$ cat config.mk
export PLATFORM = sky130hd
export DESIGN_NAME = cep_queue
export DESIGN_NICKNAME = d
export VERILOG_FILES = /design/src/design/cep_pkg.sv /design/src/design/cep_queue.sv
export SDC_FILE = /design/constraint.sdc
export NUM_CORES = 1
export LEC_CHECK = 0
export BUFFER_PORTS_ARGS = -buffer_cell sky130_fd_sc_hd__buf_4
export CORE_AREA = 2 2 115 95
export DETAILED_ROUTE_END_ITERATION = 10
export DIE_AREA = 0 0 117 97
export MAX_ROUTING_LAYER = met4
export PLACE_DENSITY = 0.78
export SKIP_LAST_GASP = 1
export SLEW_MARGIN = 20
export SYNTH_ARGS = -nofsm -noshare
export SYNTH_HDL_FRONTEND = slang
export SYNTH_SLANG_ARGS = --single-unit
$ cat constraint.sdc
create_clock -name clk -period 8.06 [get_ports clk]
set_input_delay 1.612 -clock clk [delete_from_list [all_inputs] [get_ports clk]]
set_output_delay 1.612 -clock clk [all_outputs]
set_load 0.05 [all_outputs]
$ cat src/design/cep_pkg.sv
// Shared types, constants and arithmetic helpers for the circle emitter position block.
`timescale 1ns / 1ps
`default_nettype none
package cep_pkg;

	localparam int COORD_WIDTH = 16;

	localparam int Z_W     = 25;
	localparam int XY_W    = 34;
	localparam int R_W     = 18;
	localparam int M_W     = 22;
	localparam int ACC_M_W = 36;
	localparam int PC_W    = R_W + XY_W;
	localparam int PROD_W  = M_W + COORD_WIDTH;
	localparam int SUM_W   = PROD_W + 2;

	localparam logic [16:0] DEG90  = 17'd5760;
	localparam logic [16:0] DEG180 = 17'd11520;
	localparam logic [16:0] DEG270 = 17'd17280;
	localparam logic [16:0] DEG360 = 17'd23040;

	localparam logic signed [XY_W-1:0] CORDIC_K = 34'sd652032874;
	localparam logic signed [ACC_M_W-1:0] ONE_Q28 = 36'sd268435456;

	// register indexes
	localparam logic [2:0] REG_MODE   = 3'd0;
	localparam logic [2:0] REG_STEP   = 3'd1;
	localparam logic [2:0] REG_START  = 3'd2;
	localparam logic [2:0] REG_FAN    = 3'd3;
	localparam logic [2:0] REG_RADII  = 3'd4;
	localparam logic [2:0] REG_WIDTHS = 3'd5;
	localparam logic [2:0] REG_ROT    = 3'd6;
	localparam logic [2:0] REG_OFF    = 3'd7;

	localparam logic [2:0]  RST_MODE   = 3'd1;
	localparam logic [14:0] RST_STEP   = 15'd640;
	localparam logic [14:0] RST_START  = 15'd0;
	localparam logic [31:0] RST_FAN    = 32'h5A00_0000;
	localparam logic [31:0] RST_RADII  = 32'h0800_0800;
	localparam logic [31:0] RST_WIDTHS = 32'h0040_0040;
	localparam logic [63:0] RST_ROT    = 64'h4000_0000_0000_0000;
	localparam logic [47:0] RST_OFF    = 48'h0;

	// plane codes in mode[2:1]; anything else is yz
	localparam logic [1:0] PLANE_XY = 2'd0;
	localparam logic [1:0] PLANE_XZ = 2'd1;

	// quaternion component codes
	localparam logic [1:0] Q_W = 2'd0;
	localparam logic [1:0] Q_X = 2'd1;
	localparam logic [1:0] Q_Y = 2'd2;
	localparam logic [1:0] Q_Z = 2'd3;

	typedef struct packed {
		logic [15:0] rand_angle;
		logic [15:0] rand_x;
		logic [15:0] rand_z;
	} request_t;

	typedef struct packed {
		logic signed [15:0] pos_x;
		logic signed [15:0] pos_y;
		logic signed [15:0] pos_z;
	} result_t;

	typedef struct packed {
		logic [2:0]  mode;
		logic [14:0] angle_step;
		logic [14:0] start_angle;
		logic [31:0] fan_angles;
		logic [31:0] radii;
		logic [31:0] ring_widths;
		logic [63:0] rotation;
		logic [47:0] offset;
	} cfg_t;

	typedef struct packed {
		logic signed [Z_W-1:0] z;
		logic                  neg;
		logic signed [R_W-1:0] r1;
		logic signed [R_W-1:0] r2;
	} front_item_t;

	typedef struct packed {
		logic [1:0] ia;
		logic [1:0] ib;
		logic [1:0] ic;
		logic [1:0] id;
		logic       diag;
		logic       neg2;
	} mat_op_t;

	typedef enum logic [1:0] {
		BK_IDLE,
		BK_RUN,
		BK_ROT,
		BK_FIN
	} back_state_t;

	function automatic logic signed [Z_W-1:0] atan_q(input logic [3:0] i);
		logic signed [Z_W-1:0] v;
		case (i)
			4'd0:    v = 25'sd2949120;
			4'd1:    v = 25'sd1740967;
			4'd2:    v = 25'sd919879;
			4'd3:    v = 25'sd466945;
			4'd4:    v = 25'sd234379;
			4'd5:    v = 25'sd117304;
			4'd6:    v = 25'sd58666;
			4'd7:    v = 25'sd29335;
			4'd8:    v = 25'sd14668;
			4'd9:    v = 25'sd7334;
			4'd10:   v = 25'sd3667;
			4'd11:   v = 25'sd1833;
			4'd12:   v = 25'sd917;
			4'd13:   v = 25'sd458;
			4'd14:   v = 25'sd229;
			default: v = 25'sd115;
		endcase
		return v;
	endfunction

	// rotation matrix entry k: base + s1*2*a*b + s2*2*c*d
	function automatic mat_op_t mat_op(input logic [3:0] k);
		mat_op_t o;
		case (k)
			4'd0:    o = '{Q_Y, Q_Y, Q_Z, Q_Z, 1'b1, 1'b1};
			4'd1:    o = '{Q_X, Q_Y, Q_W, Q_Z, 1'b0, 1'b1};
			4'd2:    o = '{Q_X, Q_Z, Q_W, Q_Y, 1'b0, 1'b0};
			4'd3:    o = '{Q_X, Q_Y, Q_W, Q_Z, 1'b0, 1'b0};
			4'd4:    o = '{Q_X, Q_X, Q_Z, Q_Z, 1'b1, 1'b1};
			4'd5:    o = '{Q_Y, Q_Z, Q_W, Q_X, 1'b0, 1'b1};
			4'd6:    o = '{Q_X, Q_Z, Q_W, Q_Y, 1'b0, 1'b1};
			4'd7:    o = '{Q_Y, Q_Z, Q_W, Q_X, 1'b0, 1'b0};
			default: o = '{Q_X, Q_X, Q_Y, Q_Y, 1'b1, 1'b1};
		endcase
		return o;
	endfunction

	function automatic logic signed [COORD_WIDTH-1:0] sat_cw(input logic signed [63:0] v);
		logic signed [63:0] hi;
		logic signed [63:0] lo;
		hi = (64'sd1 <<< (COORD_WIDTH - 1)) - 64'sd1;
		lo = -hi - 64'sd1;
		if (v > hi) return hi[COORD_WIDTH-1:0];
		if (v < lo) return lo[COORD_WIDTH-1:0];
		return v[COORD_WIDTH-1:0];
	endfunction

	function automatic logic signed [15:0] sat16(input logic signed [63:0] v);
		if (v > 64'sd32767) return 16'sh7FFF;
		if (v < -64'sd32768) return 16'sh8000;
		return v[15:0];
	endfunction

endpackage
`default_nettype wire

$ cat src/design/cep_queue.sv
// Two-entry queue carrying classified requests from the front part to the back part.
`timescale 1ns / 1ps
`default_nettype none
module cep_queue
	import cep_pkg::*;
(
	input  wire logic        clk,
	input  wire logic        arst_n,
	input  wire logic        wr,
	input  wire front_item_t wdata,
	output logic             full,
	input  wire logic        rd,
	output front_item_t      rdata,
	output logic             empty
);

	front_item_t mem_q [2];
	logic        wp_q;
	logic        rp_q;
	logic [1:0]  cnt_q;
	logic        wdone;
	logic        rdone;

	assign full  = cnt_q == 2'd2;
	assign empty = cnt_q == 2'd0;
	assign wdone = wr && !full;
	assign rdone = rd && !empty;
	assign rdata = mem_q[rp_q];

	always_ff @(posedge clk) begin
		if (wdone) begin
			mem_q[wp_q] <= wdata;
		end
	end

	always_ff @(posedge clk or negedge arst_n) begin
		if (!arst_n) begin
			wp_q  <= 1'b0;
			rp_q  <= 1'b0;
			cnt_q <= 2'd0;
		end else begin
			if (wdone) begin
				wp_q <= !wp_q;
			end
			if (rdone) begin
				rp_q <= !rp_q;
			end
			cnt_q <= cnt_q + {1'b0, wdone} - {1'b0, rdone};
		end
	end

endmodule
`default_nettype wire

-- Word level (Yosys, flattened, before mapping)
Memories as Yosys holds them, arrays and structs flattened.
Cells that the tools add are included.
- flip-flop bits (word level): 4
- RAM bits: 124
- memories: 1
- input port bits: 66
- ROM bits: 0
- bits in latches: 0
- logic and storage cells: 16
- output and inout port bits: 64
- divide/modulo/power cells: 0
- shift operators: 0
- mux-type cells: 2
- reduce and logical (&&, ||, !) cells: 7
- bitwise logic cells: 0
- $lt $le $gt $ge: 0
- multipliers: 0
- $add $sub $neg: 2
- eq/ne operators: 1
- memory list (name ; depth ; bits a word ; rd ports ; clocked after Yosys merged registers in ; write ports ; line ; text):
    mem_q ; 2 ; 62 ; 1 ; 0 ; 1 ; cep_queue.sv:17 ; front_item_t mem_q [2];
- operators by type and width (operator ; count):
    1-bit zero test ; 4
    2-bit by 1-bit adder with 2-bit output ; 1
    2-bit == test, second input constant ; 1
    1-bit logical AND ; 2
    2-bit zero test ; 1
    1-bit two-way mux ; 2
    2-bit by 1-bit subtractor with 2-bit output ; 1

-- Longest topological paths before layout
Gate-level depths: netlist of run 1.
- depth in word-level cells: 5
- depth in mapped cells: 7
- depth with buffers taken out: 7

-- Least setup slack after synthesis of run 1
OpenSTA, ideal clock, no wires.
- kind: input to register
- start: input wr
- end: memory mem_q[0][0] (netlist bit) (enable)
- data required time: 7.578 ns
- setup time: 0.482 ns
- slack: 3.278 ns
- path buffers: 0
- stages: 2
- data arrival time: 4.300 ns
- path through: nand2_1 > nor2_1
- cells in the longest elaborated chain, start to end: 3
- RTL lines (element ; line ; text):
    from (decl) ; cep_queue.sv:9 ; input wire logic wr,
    1-bit logical AND ; cep_queue.sv:26 ; assign wdone = wr && !full;
    1-bit two-way mux ; cep_queue.sv:31 ; if (wdone) begin
    1-bit two-way mux (not written as such) ; cep_queue.sv:32 ; mem_q[wp_q] <= wdata;
    to (decl) ; cep_queue.sv:17 ;
Every way passes these cells.

==> results of run 1 <==
[layout make-up]
type | instances | area share (%)
Tap cell | 140 | 2.65
Clock inverter | 5 | 1.18
Sequential cell | 128 | 58.0
Multi-Input combinational cell | 74 | 15.4
Clock buffer | 27 | 7.62
Inverter | 2 | 0.114
Timing Repair Buffer | 132 | 15.0
[stage by stage]
step           power, mW  area (µm²)  setup WS [ns]  hold slack [ns]  util (%)
2_1_floorplan       1.99        4970           3.28            0.461         -
3_3_place_gp        2.23        6020           4.43            0.489      59.5
3_5_place_dp        2.24        6020           4.41            0.489      59.5
4_1_cts             2.99        6600           3.97            0.500      65.2
5_1_grt             3.07        6600           3.91            0.512      65.2
6_report            2.96        6600           4.00            0.500      65.2
[cell families after synthesis]
| kind of cell | share of synthesized area [%] |
|---|---|
| XOR/XNOR | 0.705 |
| adder cells (fa/ha/maj) | 0.503 |
| buffers and inverters | 2.79 |
| flip-flops | 76.9 |
| multiplexers | 18.5 |
| AND/OR/NAND/NOR | 0.604 |
[power groups by stage]
| stage | registers [mW] | clock network (mW) | logic [mW] |
|---|---|---|---|
| finish | 0.991 | 0.738 | 1.23 |
| global route | 1.01 | 0.783 | 1.28 |
| CTS | 0.995 | 0.754 | 1.24 |
| detailed placement | 1.01 | 0 | 1.23 |
| global placement | 0.998 | 0 | 1.23 |
| floorplan | 0.964 | 0 | 1.03 |
[worst paths after layout]
check | endpoint | from | slack, ns | cells after the start
setup / recovery | rdata[1] | rp_q | 4.00 | 3
hold / removal | cnt_q[1] | cnt_q[1] | 0.50 | 1
setup reg to reg | mem_q[0][40] | cnt_q[1] | 5.80 | 4
hold reg to reg | cnt_q[1] | cnt_q[1] | 0.50 | 1
max in group asynchronous | rp_q | arst_n | 6.95 | 1
min in group asynchronous | cnt_q[1] | arst_n | 0.99 | 1
[registers in the layout, indices dropped and copies added (netlist names)]
register,flops
wp_q,1
cnt_q,2
mem_q,124
rp_q,1
[synth_stat cells]
| cell | instances |
|---|---|
| sky130_fd_sc_hd__and3_1 | 1 |
| sky130_fd_sc_hd__buf_12 | 6 |
| sky130_fd_sc_hd__buf_6 | 1 |
| sky130_fd_sc_hd__dfrtp_1 | 4 |
| sky130_fd_sc_hd__edfxtp_1 | 124 |
| sky130_fd_sc_hd__ha_1 | 2 |
| sky130_fd_sc_hd__inv_1 | 2 |
| sky130_fd_sc_hd__mux2_2 | 3 |
| sky130_fd_sc_hd__mux2_4 | 59 |
| sky130_fd_sc_hd__nand2_1 | 1 |
| sky130_fd_sc_hd__nand2b_1 | 1 |
| sky130_fd_sc_hd__nor2_1 | 2 |
| sky130_fd_sc_hd__nor2b_1 | 1 |
| sky130_fd_sc_hd__xnor2_1 | 3 |
| sky130_fd_sc_hd__xor2_1 | 1 |
[critical path, stage by stage (launching register included)]
cell and delay [ns]:
sky130_fd_sc_hd__dfrtp_4 0.77, sky130_fd_sc_hd__buf_4 0.63, sky130_fd_sc_hd__mux2_2 0.41, sky130_fd_sc_hd__buf_4 0.19
[per-layer routing]
layer | GRT usage, % | up-vias
met2 | 23.2 | 101
met3 | 6.39 | 11
met4 | 5.70 | 0
li1 | - | 1121
met5 | - | -
met1 | 19.5 | 1143
==> summary.json, run 1 <==
{
  "run_status": {
    "status": "complete, no violations"
  },
  "clock_network": {
    "clock_tree_from_tritoncts": "built",
    "cts_num_sinks": 128,
    "maximum_buffer_depth_of_the_clock_tree": 2,
    "ctsRootBufferMaster": "sky130_fd_sc_hd__clkbuf_16",
    "cts_inserted_buffers": 17,
    "clock_latency_ns": 0.40,
    "htree_num_levels": 4,
    "path_clk_slew_ns": 0.05,
    "postCtsSetupBuffers": 0,
    "ctsHoldBuffers": 0,
    "ctsResizeCount": 0
  },
  "critical_path": {
    "critical_path_peak_fanout": 35,
    "critPathRequiredTime_ns": 6.45,
    "critPathLaunchType": "flip-flop",
    "timing.critical_path.arrival_ns": 2.44,
    "worst_setup_path_end_kind": "output pin",
    "path_class": "reg -> out"
  },
  "yosys": {
    "yosys_warnings": 0,
    "mean_syn_cell_area_um2": 23.6,
    "mappedNetlistNets": 279,
    "postSynthRegisterBits": 128,
    "synth.top_cells.by_area": "sky130_fd_sc_hd__edfxtp_1, sky130_fd_sc_hd__mux2_4, sky130_fd_sc_hd__buf_12",
    "syn_area_um2": 4970,
    "ys_seq_area_share_pct": 76.9,
    "synth.lib_cells_used.distinct": 15,
    "synthDominantAreaCellType": "sky130_fd_sc_hd__edfxtp_1",
    "yosysTopAreaCellShare_pct": 74.9,
    "postSynthCellCount": 211
  },
  "floorplanning": {
    "core_um2": 10100,
    "die_height_um": 97,
    "floorplan.rows": 33,
    "initial_core_util_pct": 49.2,
    "die_area_um2": 11300,
    "fp.dieW_um": 117,
    "io_pins": 130
  },
  "pwr": {
    "power_density_nw_per_um2": 448,
    "p_int_mw": 1.86,
    "power.clock.fraction_pct": 25.0,
    "share_of_power_burned_in_combinational_logic_pct": 41.5,
    "seqPwrFrac_pct": 33.5,
    "p_leak_nw": 2.67,
    "power.switching_mw": 1.10,
    "netSwitchingFraction_pct": 37.2,
    "power.ir.vdd_worst_mv": 0.307
  },
  "detailed_routing": {
    "detail_routed_net_length_per_standard_cell_um": 16.6,
    "met3_wirelength_um": 693,
    "routed_metal_1_wire_length_mm": 3.68,
    "drt-total-wl_mm": 8.45,
    "detailedRoute.firstIterationViolations": 71,
    "firstDrtPassIters": 4,
    "drt_drc_violations_left": 0,
    "top_routing_layer_used": "met4",
    "met2WireLength_mm": 4.01,
    "ant_nets": 0,
    "detailroute.via_count": 2376,
    "drt-vias-per-instance": 4.68
  },
  "timing": {
    "layout_min_cycle_time_ns": 4.06,
    "hold_viol": 0,
    "timing_worst_slew_pin_value_ns": 0.780,
    "setup_tns_ns": 0,
    "max_freq_mhz": 247,
    "final.setup_skew_ns": 0.0125,
    "final-setup-viol-count": 0,
    "finalCritPeriodShare_pct": 50.3,
    "slew-limit-headroom_pct": 47.9,
    "slew_viol_final": 0,
    "grt_setup_unrepaired": "no"
  },
  "global_route": {
    "grt_antenna_before_repair": 0,
    "groute.usage.overall_pct": 15.7,
    "grt_pass1_vias": 2473,
    "globalRoute.totalOverflow": 0,
    "grt_start_max_net_pins": 38,
    "grt_first_pass_wirelength_mm": 12.5
  },
  "cells_and_area": {
    "mostFrequentLayoutCell": "sky130_fd_sc_hd__buf_4",
    "multi_input_comb_area_um2": 1020,
    "most-common-layout-cells": "sky130_fd_sc_hd__buf_4, sky130_fd_sc_hd__edfxtp_1, sky130_fd_sc_hd__mux2_4",
    "antenna_cells_inserted": 0,
    "finish.cell_count_without_fillers": 508,
    "nets": 423,
    "drive_above_1_share_pct": 60.6,
    "filler_cell_count": 693,
    "seqCellArea_um2": 3830,
    "syn2layout_area_growth_pct": 32.7
  },
  "place": {
    "routabilityCongestion": 0.663,
    "io_buffers": 129,
    "place_inst": 476,
    "post-dp-hpwl_mm": 5.50
  },
  "hold_path": {
    "worstHoldPathType": "reg -> reg"
  },
  "flow_run": {
    "cap_violations": 0
  }
}
(Power assumes the default switching activity.)
==> run 2, diff against run 1 <==
- CORE_AREA: 2 2 115 95 -> 2 2 118 97
- DIE_AREA: 0 0 117 97 -> 0 0 120 99
- clock period: 8.06 -> 3.65 ns (I/O delays scaled with it)
==> run 2 against run 1 <==
Against the previous run:
- via count grew 1.7%
- sequential power increased by 130%
- wire length is 1.4% higher
- register-to-register slack got worse by 4.0 ns
- utilization is 3.0 points lower
- power grew 120%
- cell count rose by 1.2%
- clock-buffer cell count shrank 1
- first-iteration DRC count increased by 100%
- worst setup slack got worse by 3.4 ns
- flip-flop and latch count is the same
- largest power group unchanged
- global-route usage increased by 0.26 points
==> summary.json, run 2 (synthesis results as in run 1) <==
{
  "pwr": {
    "p_leak_nw": 2.69,
    "p_int_mw": 4.14,
    "share_of_power_burned_in_combinational_logic_pct": 41.1,
    "netSwitchingFraction_pct": 37.0,
    "seqPwrFrac_pct": 34.0,
    "power.clock.fraction_pct": 25.0,
    "power_density_nw_per_um2": 988,
    "power.switching_mw": 2.43,
    "power.ir.vdd_worst_mv": 0.585,
    "post-layout-total-power_mw": 6.56
  },
  "cells_and_area": {
    "largest_register": "mem_q",
    "syn2layout_area_growth_pct": 33.6,
    "final_core_util_pct": 62.2,
    "most-common-layout-cells": "sky130_fd_sc_hd__buf_4, sky130_fd_sc_hd__edfxtp_1, sky130_fd_sc_hd__mux2_4",
    "filler_cell_count": 772,
    "nets": 425,
    "biggestRegsByFlops": "mem_q: 124 flops, cnt_q: 2 flops",
    "mostFrequentLayoutCell": "sky130_fd_sc_hd__buf_4",
    "post_route_design_area_um2": 6640,
    "largest_reg_flops": 124,
    "antenna_cells_inserted": 0,
    "drive_above_1_share_pct": 61.4
  },
  "clock_network": {
    "clock_latency_ns": 0.40,
    "maximum_buffer_depth_of_the_clock_tree": 2,
    "cts_num_sinks": 128,
    "ctsHoldBuffers": 0,
    "clock_tree_from_tritoncts": "built",
    "path_clk_slew_ns": 0.05,
    "htree_num_levels": 4,
    "ctsResizeCount": 0,
    "cts_inserted_buffers": 17,
    "ctsRootBufferMaster": "sky130_fd_sc_hd__clkbuf_16",
    "postCtsSetupBuffers": 0
  },
  "place": {
    "io_buffers": 129,
    "post-dp-hpwl_mm": 5.48,
    "routabilityCongestion": 0.714,
    "placed_cell_area_um2": 6050
  },
  "flow_run": {
    "cap_violations": 0
  },
  "detailed_routing": {
    "detailroute.via_count": 2416,
    "firstDrtPassIters": 4,
    "drt_drc_violations_left": 0,
    "ant_nets": 0,
    "drt-vias-per-instance": 4.70,
    "detailedRoute.firstIterationViolations": 145,
    "detail_routed_net_length_per_standard_cell_um": 16.7,
    "drt-total-wl_mm": 8.57
  },
  "global_route": {
    "groute.usage.overall_pct": 15.9,
    "grt_antenna_before_repair": 0,
    "globalRoute.totalOverflow": 0,
    "grt_pass1_vias": 2540,
    "grt_start_max_net_pins": 41,
    "grt_first_pass_wirelength_mm": 13.3
  },
  "floorplanning": {
    "die_area_um2": 11900,
    "io_pins": 130,
    "core_um2": 10700,
    "floorplan.rows": 34,
    "initial_core_util_pct": 46.6,
    "die_height_um": 99,
    "fp.dieW_um": 120
  },
  "timing": {
    "final-setup-viol-count": 0,
    "grt_setup_unrepaired": "no",
    "finalCritPeriodShare_pct": 83.1,
    "slew-limit-headroom_pct": 48.7,
    "max_freq_mhz": 330,
    "layout_min_cycle_time_ns": 3.03,
    "final.setup_skew_ns": 0.00570,
    "slew_viol_final": 0,
    "timing_worst_slew_pin_value_ns": 0.769,
    "setup_tns_ns": 0,
    "hold_viol": 0
  },
  "critical_path": {
    "crit_path_top_delay_cell": "sky130_fd_sc_hd__dfrtp_4",
    "worst_path_cell_trace": "buf_4, mux2_4, buf_4",
    "critPathLaunchType": "flip-flop",
    "critical_path_peak_fanout": 40,
    "critPathRequiredTime_ns": 2.92,
    "timing.critical_path.mode_cell": "sky130_fd_sc_hd__buf_4",
    "critical-path-max-stage-delay_ns": 0.89,
    "path_class": "reg -> out",
    "timing.critical_path.arrival_ns": 2.30,
    "worst_setup_path_end_kind": "output pin"
  },
  "run_status": {
    "status": "complete, no violations"
  },
  "hold_path": {
    "worstHoldPathType": "in -> async"
  }
}
==> run 2: cell types whose count changed in the layout (fill, tap and decap cells not counted), sizes merged <==
cell	before	now
buf	132	134
clkbuf	27	26
clkinv	2	3
==> run 2: final cells by class <==
cell class	instances	area (µm²)	area share, %
Clock buffer	26	509	7.66
Timing Repair Buffer	134	1020	15.3
Inverter	2	7.51	0.113
Multi-Input combinational cell	74	1020	15.3
Tap cell	144	180	2.71
Clock inverter	6	82.6	1.24
Sequential cell	128	3830	57.6
==> run 2: final timing paths <==
path	cells after the start	slack [ns]	end	startpoint
worst max-delay path	3	0.62	rdata[58]	rp_q
worst min-delay path	1	0.12	cnt_q[0]	arst_n
worst max register to register	3	1.84	mem_q[1][37]	cnt_q[1]
worst min register to register	1	0.50	cnt_q[1]	cnt_q[1]
max in group asynchronous	1	3.42	rp_q	arst_n
min in group clk	1	0.50	cnt_q[1]	cnt_q[1]
==> run 2: critical path: cells and delay by family (launching register included) <==
family / cells / cell delay (ns)
buf+inv: 2 / 0.60
mux: 1 / 0.34
flops: 1 / 0.89
==> run 2: layer usage <==
| layer | wire (µm) | vias to the layer above | track usage [%] |
|---|---|---|---|
| met1 | 3740 | 1174 | 20.0 |
| met5 | 0 | - | - |
| li1 | - | 1121 | - |
| met2 | 3970 | 110 | 23.0 |
| met4 | 93 | 0 | 5.70 |
| met3 | 759 | 11 | 7.06 |
==> run 2: metrics by stage <==
step | cells | hold WS, ns | setup WS (ns)
after floorplan | 211 | 0.434 | 0.786
after global placement | 482 | 0.484 | 1.08
after detailed placement | 482 | 0.489 | 1.04
after CTS | 514 | 0.0951 | 0.595
after global routing | 514 | 0.0885 | 0.515
final | 514 | 0.116 | 0.616
==> run 2: power groups by stage <==
stage / combinational, mW / clock [mW] / sequential, mW
3_5_place_dp: 2.72 / 0 / 2.26
5_1_grt: 2.82 / 1.74 / 2.27
4_1_cts: 2.73 / 1.68 / 2.24
2_1_floorplan: 2.27 / 0 / 2.12
3_3_place_gp: 2.69 / 0 / 2.25
6_report: 2.70 / 1.64 / 2.23
